==> config.mk <==
export PLATFORM = sky130hd
export DESIGN_NAME = hss_calc
export DESIGN_NICKNAME = d
export VERILOG_FILES = /design/src/heat_stencil_step_top_macros.svh /design/src/hss_pkg.sv /design/src/hss_calc.sv
export SDC_FILE = /design/constraint.sdc
export NUM_CORES = 2
export LEC_CHECK = 0
export ABC_AREA = 1
export BUFFER_PORTS_ARGS = -buffer_cell sky130_fd_sc_hd__buf_4
export CAP_MARGIN = 20
export CORE_MARGIN = 4
export CORE_UTILIZATION = 60
export DETAILED_ROUTE_END_ITERATION = 16
export PLACE_DENSITY_LB_ADDON = 0.2
export SKIP_LAST_GASP = 1
export SYNTH_ARGS = -nofsm -noshare
export SYNTH_HDL_FRONTEND = slang
export SYNTH_SLANG_ARGS = --single-unit
==> constraint.sdc <==
create_clock -name clk -period 10.9 [get_ports clk]
set_clock_uncertainty 0.1 [all_clocks]
set_input_delay 2.18 -clock clk [delete_from_list [all_inputs] [get_ports clk]]
set_output_delay 2.18 -clock clk [all_outputs]
set_load 0.05 [all_outputs]
==> src/heat_stencil_step_top_macros.svh <==
// assertion macros for the heat stencil step block
// used by heat_stencil_step_top, expects clk and rst_n in scope
`ifndef HEAT_STENCIL_STEP_TOP_MACROS_SVH
`define HEAT_STENCIL_STEP_TOP_MACROS_SVH
`ifndef SYNTHESIS
`define HSS_ASSERT_IMPL(lbl, ante, cons) \
  lbl: assert property (@(posedge clk) disable iff (!rst_n) (ante) |-> (cons)) \
    else $error("same-cycle check failed");
`define HSS_ASSERT_NEXT(lbl, ante, cons) \
  lbl: assert property (@(posedge clk) disable iff (!rst_n) (ante) |=> (cons)) \
    else $error("next-cycle check failed");
`else
`define HSS_ASSERT_IMPL(lbl, ante, cons)
`define HSS_ASSERT_NEXT(lbl, ante, cons)
`endif
`endif

==> src/hss_pkg.sv <==
// shared types and constants of the heat stencil step block
// no dependencies
package hss_pkg;

  localparam int SAMPLE_W   = 32;
  localparam int ROW_W      = 16;
  localparam int COL_W      = 10;
  localparam int GCOLS_W    = 11;
  localparam int COEF_W     = 16;
  localparam int CFG_IDX_W  = 2;
  localparam int CFG_DATA_W = 16;
  localparam int DIFF_W     = 34;
  localparam int PROD_W     = 51;
  localparam int ACC_W      = 53;
  localparam int FRAC_SH    = 16;

  localparam logic [CFG_IDX_W-1:0] CFG_GRID_COLS = 2'd0;
  localparam logic [CFG_IDX_W-1:0] CFG_GRID_ROWS = 2'd1;
  localparam logic [CFG_IDX_W-1:0] CFG_COEF_X    = 2'd2;
  localparam logic [CFG_IDX_W-1:0] CFG_COEF_Y    = 2'd3;

  localparam logic [GCOLS_W-1:0] GRID_COLS_RST = 11'd1024;
  localparam logic [ROW_W-1:0]   GRID_ROWS_RST = 16'd512;
  localparam logic [COEF_W-1:0]  COEF_RST      = 16'd6554;
  localparam logic [ROW_W-1:0]   ROWS_MIN      = 16'd3;
  localparam int                 COLS_MIN      = 3;

  typedef logic signed [SAMPLE_W-1:0] sample_t;
  typedef logic [ROW_W-1:0]           row_t;
  typedef logic [COL_W-1:0]           col_t;
  typedef logic [COEF_W-1:0]          coef_t;
  typedef logic signed [DIFF_W-1:0]   diff_t;
  typedef logic signed [PROD_W-1:0]   prod_t;

  typedef struct packed {
    logic    has0;
    logic    has1;
    logic    border;
    row_t    row;
    col_t    col;
    sample_t s;
  } tag_t;

  typedef struct packed {
    logic    valid;
    tag_t    tag;
    sample_t ctr;
    diff_t   dv;
    diff_t   dh;
  } calc_in_t;

  typedef struct packed {
    logic    valid;
    tag_t    tag;
    sample_t value;
  } calc_out_t;

endpackage

==> src/hss_calc.sv <==
// stencil arithmetic: coefficient products, rounding and saturation
// depends on hss_pkg
module hss_calc (
  input  logic              clk,
  input  logic              rst_n,
  input  logic              en,
  input  hss_pkg::coef_t    coef_x,
  input  hss_pkg::coef_t    coef_y,
  input  hss_pkg::calc_in_t din,
  output hss_pkg::calc_out_t dout
);
  import hss_pkg::*;

  logic                     s1_valid_r;
  tag_t                     s1_tag_r;
  sample_t                  s1_ctr_r;
  prod_t                    px_r;
  prod_t                    py_r;
  prod_t                    px_nxt;
  prod_t                    py_nxt;
  logic signed [ACC_W-1:0]  acc;
  logic signed [ACC_W-FRAC_SH-1:0] q;
  sample_t                  sat;
  calc_out_t                dout_r;
  calc_out_t                dout_nxt;

  // products of unsigned coefficients and signed second differences
  always_comb begin
    px_nxt = $signed({{(PROD_W-COEF_W){1'b0}}, coef_x})
           * $signed({{(PROD_W-DIFF_W){din.dv[DIFF_W-1]}}, din.dv});
    py_nxt = $signed({{(PROD_W-COEF_W){1'b0}}, coef_y})
           * $signed({{(PROD_W-DIFF_W){din.dh[DIFF_W-1]}}, din.dh});
  end

  always_ff @(posedge clk) begin
    if (!rst_n) begin
      s1_valid_r <= 1'b0;
    end else if (en) begin
      s1_valid_r <= din.valid;
    end
  end

  always_ff @(posedge clk) begin
    if (en) begin
      s1_tag_r <= din.tag;
      s1_ctr_r <= din.ctr;
      px_r     <= px_nxt;
      py_r     <= py_nxt;
    end
  end

  // round half up at bit 16, then clamp to 32 bits
  always_comb begin
    acc = $signed({{(ACC_W-SAMPLE_W-FRAC_SH){s1_ctr_r[SAMPLE_W-1]}}, s1_ctr_r,
                   {FRAC_SH{1'b0}}})
        + $signed({{(ACC_W-PROD_W){px_r[PROD_W-1]}}, px_r})
        + $signed({{(ACC_W-PROD_W){py_r[PROD_W-1]}}, py_r})
        + $signed(ACC_W'(1) <<< (FRAC_SH - 1));
    q = acc[ACC_W-1:FRAC_SH];
    priority if (!q[ACC_W-FRAC_SH-1] && (|q[ACC_W-FRAC_SH-2:SAMPLE_W-1])) begin
      sat = {1'b0, {(SAMPLE_W-1){1'b1}}};
    end else if (q[ACC_W-FRAC_SH-1] && !(&q[ACC_W-FRAC_SH-2:SAMPLE_W-1])) begin
      sat = {1'b1, {(SAMPLE_W-1){1'b0}}};
    end else begin
      sat = q[SAMPLE_W-1:0];
    end
    dout_nxt.valid = s1_valid_r;
    dout_nxt.tag   = s1_tag_r;
    dout_nxt.value = s1_tag_r.border ? s1_ctr_r : sat;
  end

  always_ff @(posedge clk) begin
    if (en) begin
      dout_r <= dout_nxt;
    end
    if (!rst_n) begin
      dout_r.valid <= 1'b0;
    end
  end

  assign dout = dout_r;

endmodule

### Yosys cells after proc, flatten, opt, wreduce, memory -nomap -nowiden

Cells that the tools add are included.

| storage, ports and cells | value |
|---|---|
| register bits after elaboration | 290 |
| input port bits | 197 |
| word-level logic and storage cells | 32 |

| cells by class | value |
|---|---|
| add/subtract/negate cells | 3 |
| $mul | 2 |
| multiplexer cells | 3 |
| reduce and logical (&&, ||, !) cells | 6 |

Operator list:

| kind | count |
|---|---|
| $mul A17 B34 Y51 | 2 |
| $mux W32 | 3 |
| $add A52 B51 Y53 | 1 |
| $add A53 B17 Y53 const B | 1 |
| $add A48 B51 Y52 | 1 |
| $reduce_and A5 Y1 | 1 |
| $reduce_or A5 Y1 | 1 |
| $logic_and A1 B1 Y1 | 2 |
| $logic_not A1 Y1 | 2 |

### Logic depth before layout (Yosys ltp)

| depth | value |
|---|---|
| depth after elaboration | 9 |
| depth in mapped cells | 30 |
| mapped depth without buffers | 28 |

### Least setup slack after synthesis

No wires, ideal clock.

| timing path | value |
|---|---|
| path type | input port to flip-flop |
| from | in din[67] (netlist bit) |
| to | reg px_r[50], data pin |
| arrival | 7574 ps |
| required time | 10539 ps |
| slack | 2965 ps |
| stages | 22 |
| cell sequence | clkbuf_1 -> clkbuf_1 -> nand2_1 -> inv_1 -> fa_1 -> fa_1 -> fa_1 -> fa_1 -> fa_1 -> inv_1 -> fa_1 -> inv_1 -> ha_1 -> nand2_1 -> nor2_1 -> inv_1 -> nor4_1 -> nand2_1 -> o211ai_1 -> nand2_1 -> nand3_1 -> xor2_1 |

| on the way | value |
|---|---|
| longest elaborated chain between the ends | 1 |

RTL lines:

| item | RTL line | RTL |
|---|---|---|
| from (decl) | hss_calc.sv:9 | `input hss_pkg::calc_in_t din,` |
| $mul A17 B34 Y51 | hss_calc.sv:30 | `* $signed({{(PROD_W-DIFF_W){din.dv[DIFF_W-1]}}, din.dv});` |
| named net px_nxt[50] | hss_calc.sv:19 | `prod_t px_nxt;` |
| to (signal assigned) | hss_calc.sv:47 | `px_r <= px_nxt;` |
| to (decl) | hss_calc.sv:17 | `prod_t px_r;` |

The timed path passes the listed nets, and every way through them passes these cells.
A chain may end at the register's enable or synchronous reset.

### Worst setup path after layout

| timing path | value |
|---|---|
| from | in coef_x[2] |
| to | reg px_r[50], data pin |

| on the way | value |
|---|---|
| longest elaborated chain between the ends | 1 |

RTL lines:

| item | RTL line | RTL |
|---|---|---|
| from (decl) | hss_calc.sv:7 | `input hss_pkg::coef_t coef_x,` |
| $mul A17 B34 Y51 | hss_calc.sv:30 |  |
| named net px_nxt[50] | hss_calc.sv:19 |  |

The timed path passes the listed nets, and every way through them passes these cells.

==> results list <==
- Outcome: finished, final reports clean
- The die is 306 um tall.
- Average via count per standard cell: 5.33
- Dividing the detail-routed wire length by the instance count gives 18.8 um.
* Gp weighted congestion: 1.01
- The later pin in the worst-skew pair is clocked with a latency of 550 ps.
- The core region is 0.0882 mm2.
- GRT Residual Overflow: 0
* Critical Path End Type: register
- Total routing resource utilization after global routing: 0.309
- Post-CTS clock slew at the launch and capture registers of the worst setup and hold paths: 60 ps
- The final layout contains 7,884 nets.
- Overall via count from detail_route: 39,900
* Destination of the worst hold path: dout[61]
* Async set-or-reset flop fraction in the synthesized netlist: 0
- Hold Buf Count CTS: 0
- Sequential cell area in the final layout: 0.00869 mm2
- For this run, the top clock speed supported by timing is 121 MHz.
- TritonCTS built the clock tree.
- Count of antenna diodes in the layout: 0
- Of the available clock period, the critical path in the final layout requires 0.759.
* Port-buffer cells: 290
* Prevailing post-synth register cell: edfxtp_1
* Flop-to-flop setup slack: 6590 ps
* CP startpoint kind: input port
- Entering global routing, the biggest net connects 140 pins.
* Post-synth top cells: 1,847 x inv_1, 1,477 x nand2_1, 1,069 x fa_1, 307 x ha_1, 288 x edfxtp_1
* Fraction of final layout cells with drive strength greater than 1: 0.0710
- Cell with the most instances after synthesis: inv_1
- Layout fillers: 7,589
- Min-delay worst type: register to register
- The area growth from synthesis to layout is 6.44%.
- Post-synthesis area per instance: 8.52 um2
- The number of nets in the synthesized netlist is 7,833.
- For the worst flop-to-flop path, the logic depth is 15.
* Antenna viol nets, final: 0
- Tracing the worst setup path back leads to its startpoint at coef_x[2].
* Number of global-route vias before repair: 42,700
- Top post-synthesis cells by area: fa_1 40%, edfxtp_1 16%, inv_1 13%
- Hold Path Stages: 0
* Hold Crit Start: dout_nxt[61]
- Launch instance of the worst register-to-register path: px_r[36]
- Of all nets on the critical path, the largest fanout is 34.
- Post-detailed-placement half-perimeter wirelength: 112 mm
- Of the post-synthesis cell area, the dominant cell type holds 0.401.
- Cell type with the largest total area after synthesis: fa_1
* Worst r2r dst: dout[23]
- The die covers 0.0937 mm2.
- Global-route wire length before repair: 229 mm
- Traced cell by cell, the critical path runs through buf_4 > nand2_1 > inv_1 > fa_1 > fa_1 > fa_1 > fa_1 > fa_1 > inv_1 > fa_1 > inv_1 > ha_1 > nand2_1 > nor2_1 > inv_1 > nor4_1 > nand2_1 > o211ai_1 > nand2_1 > nand3_1 > xor2_1.
- Crit-path max cell delay: 900 ps
- Netlist Area Pre-Place: 0.0533 mm2
- Area taken by multi-input logic gates: 0.0365 mm2
- Across the run, the number of max-cap violations was 0.
- RSZ-0062 raised after global routing: no
- Counting flops and latches in the post-synthesis netlist gives 290.
- TritonCTS created 28 clock buffers.
* Overall routed net length: 141 mm
- Setup violations, final: 0
- The die is 306 um wide.
- Proportion of synthesized chip area in sequential cells: 0.163
- Count of instances resized after the clock tree is built: 0
- At the pin with the least slew margin, the transition time is 1010 ps.
- Critical path's most frequent cell: fa_1
- For this run, the detailed router's first-pass iteration total came to 5.
- The hold violation count in the final report came to 0.
- Setup total negative slack on the finished layout was measured at 0 ps.
* Number of buffers inserted by post-CTS setup repair: 0
- The worst path in the final design needs a cycle of 8280 ps, including I/O delays and setup.
- H-tree level count: 1
* Setup Crit Path Kind: input port to register
* Violation count after the first detailed-routing iteration: 2,877
- Grouping stages by cell kind, the critical path spends the most delay in adder cells.
* Count of unique library cells instantiated by Yosys: 52
- 291 I/O pins were placed.
* Antenna violations before repair: 1
- Maximum clock path buffer count: 3
- CTS saw 290 sinks.
* Final Slew Violations: 0
- Count of flip-flops with a built-in enable after synthesis: 288
- For this run, design rule violations remaining after detail routing come to 0.
- Arrival time at the worst endpoint: 8450 ps
* Crit path max-delay cell type: fa_1
* Worst rel slew slack: 0.324
* Count of synthesis-stage warnings from yosys: 0
- CTS placed an instance of clkbuf_16 at the clock tree root.
- At the worst endpoint, the required time is 11,070 ps.
* Gate count after technology mapping: 6,260
- The initial utilization of the core area, before any placement, comes to 0.604.
* Number of buffers and inverters on the critical path: 5
- In this run the core area contains 109 standard-cell rows.
==> per-layer routing <==
| layer | global-route usage | share of wire |
|---|---|---|
| met2 | 0.512 | 0.47 |
| met4 | 0.0697 | 0.025 |
| met3 | 0.0473 | 0.087 |
| met5 | 0 | 0.000064 |
| met1 | 0.437 | 0.41 |
==> how the worst max path moves through the flow <==
stage	to	slack, ps	cells after the start
after global placement	px_r[34]	2260	22
after floorplan	px_r[50]	2970	22
after CTS	px_r[50]	2790	21
final	px_r[50]	2620	21
after global routing	px_r[50]	2370	21
after detailed placement	px_r[50]	2230	21
==> stage by stage <==
stage	cell area, um2	worst slack, ps	util	instances	hold slack (ps)
4_1_cts	56800	2790	0.643	7488	309
3_3_place_gp	55900	2260	0.633	7446	300
2_1_floorplan	53300	2970	-	6260	300
3_5_place_dp	55900	2230	0.633	7446	305
6_report	56800	2620	0.643	7488	307
5_1_grt	56800	2370	0.643	7488	324
==> cell families after synthesis <==
logic type,Yosys count,synth area share
compound gates,445,0.0490
buf+inv,2130,0.152
simple gates,1884,0.141
xor+xnor,135,0.0222
flops,290,0.163
fa+ha+maj,1376,0.473
==> area by class of cell <==
type	instances	area share
tap	1165	0.0257
clock buffer	32	0.0130
clock inverter	10	0.00243
multi-input combinational	3840	0.644
timing repair buffer	294	0.0390
inverter	1857	0.123
sequential	290	0.153
==> cells in the final DEF, fill, tap and decap left out, drive strengths merged, types with 59 or more instances in the layout <==
cell type	count
edfxtp	288
nand2	1523
nor2	235
nand3	59
inv	1857
ha	307
xor2	82
o21ai	111
a21oi	223
buf	294
fa	1069
==> registers in the layout, summed over array words and instances, names as in the netlist <==
name / cells
dout: 94
dout_nxt: 61
px_r: 51
py_r: 51
s1_ctr_r: 32
s1_valid_r: 1
Power is left out: the tool's default activity adds up to more than one toggle a clock period on the data nets, which glitch-free logic cannot reach.
